==> config.mk <==
export PLATFORM = sky130hd
export DESIGN_NAME = lowest_free_id_allocator_flat
export DESIGN_NICKNAME = d
export VERILOG_FILES = /design/src/design/lfia_pkg.sv /design/src/design/lfia_req_if.sv /design/src/design/lfia_rsp_if.sv /design/src/design/lfia_cfg_regs.sv /design/src/design/lfia_used_map.sv /design/src/design/lfia_find_free.sv /design/src/design/lowest_free_id_allocator.sv /design/src/flat_wrapper.sv
export SDC_FILE = /design/constraint.sdc
export NUM_CORES = 1
export LEC_CHECK = 0
export BUFFER_PORTS_ARGS = -buffer_cell sky130_fd_sc_hd__buf_2
export CORE_MARGIN = 2
export CORE_UTILIZATION = 45
export CTS_BUF_LIST = sky130_fd_sc_hd__clkbuf_2 sky130_fd_sc_hd__clkbuf_4 sky130_fd_sc_hd__clkbuf_8
export CTS_CLUSTER_SIZE = 16
export DETAILED_ROUTE_END_ITERATION = 8
export GPL_TIMING_DRIVEN = 1
export HOLD_SLACK_MARGIN = 0.05
export PLACE_DENSITY = 0.63
export SYNTH_ARGS = -nofsm -noshare
export SYNTH_HDL_FRONTEND = slang
export SYNTH_SLANG_ARGS = --single-unit
export TNS_END_PERCENT = 5
==> constraint.sdc <==
create_clock -name clk -period 12.5 [get_ports clk]
set_clock_uncertainty 0.2 [all_clocks]
set_input_delay 2.5 -clock clk [delete_from_list [all_inputs] [get_ports clk]]
set_output_delay 2.5 -clock clk [all_outputs]
set_load 0.01 [all_outputs]
==> src/design/lfia_pkg.sv <==
// Shared constants, codes and types for the lowest free ID allocator.
`default_nettype none

package lfia_pkg;

    localparam int ID_W      = 8;
    localparam int ID_COUNT  = 2 ** ID_W;
    localparam int GRP_W     = 16;
    localparam int GRP_N     = ID_COUNT / GRP_W;
    localparam int GRP_IDX_W = $clog2(GRP_W);
    localparam int GRP_SEL_W = $clog2(GRP_N);

    localparam int FUNC_W   = 2;
    localparam int STATUS_W = 3;
    localparam int APB_DW   = 32;
    localparam int APB_AW   = 3;

    localparam logic [FUNC_W-1:0] FUNC_ALLOC = 2'd0;
    localparam logic [FUNC_W-1:0] FUNC_FREE  = 2'd1;
    localparam logic [FUNC_W-1:0] FUNC_QUERY = 2'd2;

    localparam logic [STATUS_W-1:0] ST_OK        = 3'd0;
    localparam logic [STATUS_W-1:0] ST_EXHAUSTED = 3'd1;
    localparam logic [STATUS_W-1:0] ST_RANGE     = 3'd2;
    localparam logic [STATUS_W-1:0] ST_NOT_USED  = 3'd3;
    localparam logic [STATUS_W-1:0] ST_BAD_CFG   = 3'd4;

    localparam logic REG_LOW_ID  = 1'b0;
    localparam logic REG_HIGH_ID = 1'b1;

    typedef logic [ID_W-1:0] id_t;

    typedef struct packed {
        id_t low_id;
        id_t high_id;
    } cfg_t;

    typedef struct packed {
        logic found;
        id_t  id;
    } find_t;

    typedef struct packed {
        logic en;
        id_t  id;
        logic val;
    } upd_t;

endpackage

`default_nettype wire

==> src/design/lfia_req_if.sv <==
// Request channel interface: operation and ID.
`default_nettype none

interface lfia_req_if
    import lfia_pkg::*;
();
    logic              valid;
    logic              ready;
    logic [FUNC_W-1:0] func;
    id_t               req_id;

    modport source (output valid, output func, output req_id, input ready);
    modport sink   (input valid, input func, input req_id, output ready);
endinterface

`default_nettype wire

==> src/design/lfia_rsp_if.sv <==
// Response channel interface: granted ID, status and query answer.
`default_nettype none

interface lfia_rsp_if
    import lfia_pkg::*;
();
    logic                valid;
    logic                ready;
    id_t                 granted_id;
    logic [STATUS_W-1:0] status;
    logic                in_use;

    modport source (output valid, output granted_id, output status, output in_use,
                    input ready);
    modport sink   (input valid, input granted_id, input status, input in_use,
                    output ready);
endinterface

`default_nettype wire

==> src/design/lfia_cfg_regs.sv <==
// APB configuration registers holding the low and high ID bounds.
`default_nettype none

module lfia_cfg_regs
    import lfia_pkg::*;
(
    input  wire logic              clk,
    input  wire logic              rst_n,
    input  wire logic              psel,
    input  wire logic              penable,
    input  wire logic              pwrite,
    input  wire logic [APB_AW-1:0] paddr,
    input  wire logic [APB_DW-1:0] pwdata,
    output logic      [APB_DW-1:0] prdata,
    output logic                   pready,
    output cfg_t                   cfg
);
    cfg_t cfg_reg;
    logic reg_sel;
    logic wr_en;

    assign reg_sel = paddr[APB_AW-1];
    assign wr_en   = psel && penable && pwrite;
    assign pready  = 1'b1;
    assign cfg     = cfg_reg;

    always_ff @(posedge clk or negedge rst_n)
    begin
        if (!rst_n)
        begin
            cfg_reg.low_id  <= ID_W'(1);
            cfg_reg.high_id <= ID_W'(ID_COUNT - 1);
        end
        else if (wr_en)
        begin
            unique case (reg_sel)
                REG_LOW_ID:  cfg_reg.low_id  <= pwdata[ID_W-1:0];
                REG_HIGH_ID: cfg_reg.high_id <= pwdata[ID_W-1:0];
            endcase
        end
    end

    always_comb
    begin
        unique case (reg_sel)
            REG_LOW_ID:  prdata = APB_DW'(cfg_reg.low_id);
            REG_HIGH_ID: prdata = APB_DW'(cfg_reg.high_id);
        endcase
    end
endmodule

`default_nettype wire

==> src/design/lfia_used_map.sv <==
// Used bitmap, one flip-flop per ID, cleared at reset.
`default_nettype none

module lfia_used_map
    import lfia_pkg::*;
(
    input  wire logic                clk,
    input  wire logic                rst_n,
    input  wire upd_t                upd,
    output logic      [ID_COUNT-1:0] used_map
);
    logic [ID_COUNT-1:0] map_reg;

    assign used_map = map_reg;

    always_ff @(posedge clk or negedge rst_n)
    begin
        if (!rst_n)
        begin
            map_reg <= '0;
        end
        else if (upd.en)
        begin
            map_reg[upd.id] <= upd.val;
        end
    end
endmodule

`default_nettype wire

==> src/design/lfia_find_free.sv <==
// Two-level priority encoder for the lowest free ID inside the bounds.
`default_nettype none

module lfia_find_free
    import lfia_pkg::*;
(
    input  wire logic [ID_COUNT-1:0] used_map,
    input  wire id_t                 lo,
    input  wire id_t                 hi,
    output find_t                    res
);
    logic [ID_COUNT-1:0]  cand;
    logic [GRP_N-1:0]     grp_any;
    logic [GRP_IDX_W-1:0] grp_pos [GRP_N];
    logic [GRP_SEL_W-1:0] sel;

    always_comb
    begin
        for (int k = 0; k < ID_COUNT; k++)
        begin
            cand[k] = !used_map[k] && (ID_W'(k) >= lo) && (ID_W'(k) <= hi);
        end

        for (int g = 0; g < GRP_N; g++)
        begin
            grp_any[g] = |cand[g*GRP_W +: GRP_W];
            grp_pos[g] = '0;
            for (int b = GRP_W - 1; b >= 0; b--)
            begin
                if (cand[g*GRP_W + b])
                begin
                    grp_pos[g] = GRP_IDX_W'(b);
                end
            end
        end

        sel = '0;
        for (int g = GRP_N - 1; g >= 0; g--)
        begin
            if (grp_any[g])
            begin
                sel = GRP_SEL_W'(g);
            end
        end

        res.found = |grp_any;
        res.id    = {sel, grp_pos[sel]};
    end
endmodule

`default_nettype wire

==> src/design/lowest_free_id_allocator.sv <==
// Top level of the lowest free ID allocator.
// Serves one allocate, free or query transaction per clock cycle while the response
// channel is not stalled: an accepted request is held in the request register, then the
// decode, the lowest-free search over the used bitmap and the bitmap update complete in a
// single pass into the response register. The bitmap update loop (two-level priority
// encoder feeding the bitmap flip-flops) sets this rate. The bitmap is cleared at reset
// with no sweep; write low_id and high_id over APB only while no transaction is in
// flight.
`default_nettype none

module lowest_free_id_allocator
    import lfia_pkg::*;
(
    input  wire logic              clk,
    input  wire logic              rst_n,
    lfia_req_if.sink               req,
    lfia_rsp_if.source             rsp,
    input  wire logic              psel,
    input  wire logic              penable,
    input  wire logic              pwrite,
    input  wire logic [APB_AW-1:0] paddr,
    input  wire logic [APB_DW-1:0] pwdata,
    output logic      [APB_DW-1:0] prdata,
    output logic                   pready
);
    cfg_t                cfg;
    find_t               find;
    upd_t                upd;
    logic [ID_COUNT-1:0] used_map;
    id_t                 eff_low;
    logic                bad_cfg;

    logic                req_valid_reg;
    logic [FUNC_W-1:0]   func_reg;
    id_t                 req_id_reg;

    logic                rsp_valid_reg;
    id_t                 granted_reg;
    logic [STATUS_W-1:0] status_reg;
    logic                in_use_reg;

    id_t                 granted_next;
    logic [STATUS_W-1:0] status_next;
    logic                in_use_next;

    logic                advance;
    logic                take;

    lfia_cfg_regs u_cfg_regs (
        .clk     (clk),
        .rst_n   (rst_n),
        .psel    (psel),
        .penable (penable),
        .pwrite  (pwrite),
        .paddr   (paddr),
        .pwdata  (pwdata),
        .prdata  (prdata),
        .pready  (pready),
        .cfg     (cfg)
    );

    lfia_used_map u_used_map (
        .clk      (clk),
        .rst_n    (rst_n),
        .upd      (upd),
        .used_map (used_map)
    );

    lfia_find_free u_find_free (
        .used_map (used_map),
        .lo       (eff_low),
        .hi       (cfg.high_id),
        .res      (find)
    );

    assign advance   = !rsp_valid_reg || rsp.ready;
    assign take      = req_valid_reg && advance;
    assign req.ready = !req_valid_reg || advance;

    assign eff_low = (cfg.low_id == '0) ? ID_W'(1) : cfg.low_id;
    assign bad_cfg = eff_low >= cfg.high_id;

    always_comb
    begin
        granted_next = '0;
        status_next  = ST_OK;
        in_use_next  = 1'b0;
        upd          = '0;
        unique case (func_reg)
            FUNC_ALLOC:
            begin
                if (bad_cfg)
                begin
                    status_next = ST_BAD_CFG;
                end
                else if (find.found)
                begin
                    granted_next = find.id;
                    upd.en       = take;
                    upd.id       = find.id;
                    upd.val      = 1'b1;
                end
                else
                begin
                    status_next = ST_EXHAUSTED;
                end
            end
            FUNC_FREE:
            begin
                if (bad_cfg)
                begin
                    status_next = ST_BAD_CFG;
                end
                else if (req_id_reg == '0 || req_id_reg > cfg.high_id)
                begin
                    status_next = ST_RANGE;
                end
                else if (!used_map[req_id_reg])
                begin
                    status_next = ST_NOT_USED;
                end
                else
                begin
                    upd.en  = take;
                    upd.id  = req_id_reg;
                    upd.val = 1'b0;
                end
            end
            FUNC_QUERY:
            begin
                if (bad_cfg)
                begin
                    status_next = ST_BAD_CFG;
                end
                else
                begin
                    in_use_next = used_map[req_id_reg];
                end
            end
            default:
            begin
                status_next = ST_OK;
            end
        endcase
    end

    always_ff @(posedge clk or negedge rst_n)
    begin
        if (!rst_n)
        begin
            req_valid_reg <= 1'b0;
            rsp_valid_reg <= 1'b0;
        end
        else
        begin
            if (req.ready)
            begin
                req_valid_reg <= req.valid;
            end
            if (advance)
            begin
                rsp_valid_reg <= req_valid_reg;
            end
        end
    end

    always_ff @(posedge clk)
    begin
        if (req.valid && req.ready)
        begin
            func_reg   <= req.func;
            req_id_reg <= req.req_id;
        end
        if (take)
        begin
            granted_reg <= granted_next;
            status_reg  <= status_next;
            in_use_reg  <= in_use_next;
        end
    end

    assign rsp.valid      = rsp_valid_reg;
    assign rsp.granted_id = granted_reg;
    assign rsp.status     = status_reg;
    assign rsp.in_use     = in_use_reg;
endmodule

`default_nettype wire

==> src/flat_wrapper.sv <==
// flat-port wrapper written by rule: the top's interface ports become plain ports
module lowest_free_id_allocator_flat import lfia_pkg::*;
  (clk, rst_n, psel, penable, pwrite, paddr, pwdata, prdata, pready, req_valid, req_func, req_req_id, req_ready, rsp_valid, rsp_granted_id, rsp_status, rsp_in_use, rsp_ready);
  lfia_req_if req_i ();
  lfia_rsp_if rsp_i ();
  input  wire logic clk;
  input  wire logic rst_n;
  input  wire logic psel;
  input  wire logic penable;
  input  wire logic pwrite;
  input  wire logic [APB_AW-1:0] paddr;
  input  wire logic [APB_DW-1:0] pwdata;
  output logic      [APB_DW-1:0] prdata;
  output logic pready;
  input wire logic [$bits(req_i.valid)-1:0] req_valid;
  input wire logic [$bits(req_i.func)-1:0] req_func;
  input wire logic [$bits(req_i.req_id)-1:0] req_req_id;
  output wire logic [$bits(req_i.ready)-1:0] req_ready;
  output wire logic [$bits(rsp_i.valid)-1:0] rsp_valid;
  output wire logic [$bits(rsp_i.granted_id)-1:0] rsp_granted_id;
  output wire logic [$bits(rsp_i.status)-1:0] rsp_status;
  output wire logic [$bits(rsp_i.in_use)-1:0] rsp_in_use;
  input wire logic [$bits(rsp_i.ready)-1:0] rsp_ready;
  assign req_i.valid = req_valid;
  assign req_i.func = req_func;
  assign req_i.req_id = req_req_id;
  assign req_ready = req_i.ready;
  assign rsp_valid = rsp_i.valid;
  assign rsp_granted_id = rsp_i.granted_id;
  assign rsp_status = rsp_i.status;
  assign rsp_in_use = rsp_i.in_use;
  assign rsp_i.ready = rsp_ready;
  lowest_free_id_allocator u_core (.clk(clk), .rst_n(rst_n), .req(req_i), .rsp(rsp_i), .psel(psel), .penable(penable), .pwrite(pwrite), .paddr(paddr), .pwdata(pwdata), .prdata(prdata), .pready(pready));
endmodule
==> run metrics <==
synth warn 0; Most common cell on crit path buf_4; met3 wire length 22,820 um; routed via count 30,090; Post-CTS Hold Buffers 0; DR vias/cell 8.076; Final ANT Viol Nets 0; Worst Max-Slew Pin Slew 1.370 ns; die area 0.06267 mm2; Sw Share 0.5474; worst path arrival time 9.74 ns; Max-cap violations 0; outcome complete, no violations; distinct cell type count after synthesis 120; Die X 250.3 um; final wirelength 159,500 um; Achievable Freq 0.1067 GHz; # setup viols final 0; drt first pass iters 8; R2R setup slack 3.13 ns; Setup CP Type flip-flop to flip-flop; initial core utilization 0.4541; post-CTS setup buffer count 0; most frequent cells in the layout dfrtp_1, nand2_1, a21oi_1; Post-Syn Area 0.02731 mm2; number of synthesized flops with an enable pin 22; first-pass GRT wire length 218,600 um; Crit path largest cell delay 1.07 ns; DRC viols 0; #FFs+latches synth 296; Logic pwr share 0.576; commonest non-fill, non-tap cell in the layout dfrtp_1; minimum clock period 9.373 ns; max reg flops 256; clock share of power 0.200; filler instances 5,743; Static Leak 0.01150 uW; initial antenna violation count 19; Final #Nets 2,957; Slew headroom 0.07351; Int Pwr 2307 uW; Slew Limit Fails 0; Longest Clk Path Bufs 3; period utilization 0.7498; CP max-delay cell and4_1; Power Dens Cells 176.5 mW/mm2; Post-Route Setup TNS 0 ns; cells after synthesis 3,002; largest net degree at the start of global routing 106; VDD IR max 109.7 uV; post-cts resize count 0; DR WL/cell 42.81 um; IO buf count 47; sequential share of power 0.224; CP Cell Sequence buf_4 > and4_1 > nand3_1 > a32oi_1 > nor2b_1 > nand4_1 > nor2_1 > a311oi_2 > o21ai_1 > o2111ai_1 > nand3_1 > o211ai_1 > buf_4 > a21oi_4 > buf_4 > nand4_1 > mux2_1; die height 250.3 um; NetSw 2791 uW; Avg Cell Area, Syn 9.096 um2; Setup crit start kind flip-flop; post-synthesis sequential area ratio 0.2757; Core Area 0.06013 mm2; TritonCTS clock tree built; Tot Pwr 5098 uW; Post-synth ARST share 0.9257; CTS Buf Count 55; endpoints failing hold 0; DP HPWL 111,400 um; initial detailed-routing violation count 5,586; RSZ-0062 raised after global routing no; Routed met1 length 57,510 um; clk root buf clkbuf_8; num ports 99; Syn-to-layout area delta 5.783%; share of cells above drive strength 1 0.1981; critical path peak fanout 24; GRT overflow 0; Worst-path clk slew 0.06 ns; row count 90; gp weighted congestion 1.196; hold crit path type flip-flop to flip-flop; CP endpoint kind flip-flop; top_reg_cell synth dfrtp_1; metal2 WL 63,430 um; Req. time, crit path 12.87 ns; highest routed layer met5; vias in the first global route 27,660; H-tree depth 2; clk sinks 296; worst skew pair latency 0.73 ns; gr usage total 0.4947
==> routing by layer <==
layer	vias to the layer above	global-route usage
met2	2726	0.6919
li1	11640	-
met1	14910	0.6148
met3	807	0.1843
met4	16	0.3805
met5	-	0.002317
==> cell families after synthesis <==
group | Yosys count | share of synthesized area
adders and majority gates | 16 | 0.007331
other | 2 | 0.0002750
and+or+nand+nor | 1066 | 0.2208
muxes | 361 | 0.1832
DFF | 296 | 0.2757
AOI/OAI and AO/OA | 887 | 0.2425
buffers and inverters | 374 | 0.07015
==> critical path, delay by kind of cell, from the launching register on <==
kind	cells	cell delay (ns)
AO/OA/AOI/OAI	6	2.96
buffers and inverters	3	1.37
flip-flops	1	0.88
multiplexers	1	0.36
AND/OR/NAND/NOR	7	3.38
==> cells in the mapped netlist, drive strengths merged, types with 83 or more instances <==
cell type	instances	area share
mux4	83	0.068
buf	226	0.050
nand4	85	0.020
nand2	162	0.022
mux2	266	0.11
nor2	155	0.022
clkbuf	106	0.015
nor3	150	0.029
o21ai	123	0.023
nand3	153	0.028
dfrtp	265	0.24
a21oi	168	0.032
==> through the flow <==
stage / worst slack (ns) / util / hold slack (ns) / instance area, um2 / cells
5_1_grt: 3.297 / 0.4800 / 0.1898 / 28860 / 3717
6_report: 3.127 / 0.4804 / 0.1816 / 28890 / 3726
2_1_floorplan: 6.645 / - / 0.2246 / 27390 / 3025
3_5_place_dp: 3.795 / 0.4608 / 0.1748 / 27710 / 3614
4_1_cts: 3.775 / 0.4799 / 0.1869 / 28860 / 3715
3_3_place_gp: 3.868 / 0.4608 / 0.1669 / 27710 / 3614
==> final timing paths <==
kind	startpoint	to	depth (start not counted)
setup / recovery	u_core.u_cfg_regs.cfg[11]$_DFFE_PN0P_	u_core.u_used_map.used_map[221]$_DFFE_PN0P_	17
hold / removal	u_core.u_used_map.used_map[0]$_DFFE_PN0P_	u_core.u_used_map.used_map[0]$_DFFE_PN0P_	0
setup reg to reg	u_core.u_cfg_regs.cfg[11]$_DFFE_PN0P_	u_core.u_used_map.used_map[221]$_DFFE_PN0P_	17
hold reg to reg	u_core.u_used_map.used_map[0]$_DFFE_PN0P_	u_core.u_used_map.used_map[0]$_DFFE_PN0P_	0
max in group asynchronous	rst_n	u_core.u_cfg_regs.cfg[10]$_DFFE_PN0P_	3
min in group asynchronous	rst_n	u_core.u_used_map.used_map[132]$_DFFE_PN0P_	1
==> cell type report <==
| cell class | instances | area, um2 | area share |
|---|---|---|---|
| clock inverters | 16 | 123.9 | 0.004288 |
| flip-flops and latches | 296 | 7557 | 0.2616 |
| clock buffers | 85 | 1026 | 0.03552 |
| repair buffers | 139 | 948.4 | 0.03283 |
| diodes | 11 | 27.53 | 0.0009530 |
| multi-input cells | 2355 | 18070 | 0.6254 |
| inverters | 42 | 157.7 | 0.005458 |
| well taps | 782 | 978.4 | 0.03387 |
==> power groups by stage <==
stage / Combinational, uW / Sequential [uW] / Clock (uW)
floorplan: 1700 / 1030 / 0
global placement: 2700 / 1140 / 0
detailed placement: 2710 / 1140 / 0
CTS: 2720 / 1130 / 1030
global route: 2940 / 1130 / 1070
finish: 2940 / 1140 / 1020
Note: power is estimated with default switching activity, not from simulation.
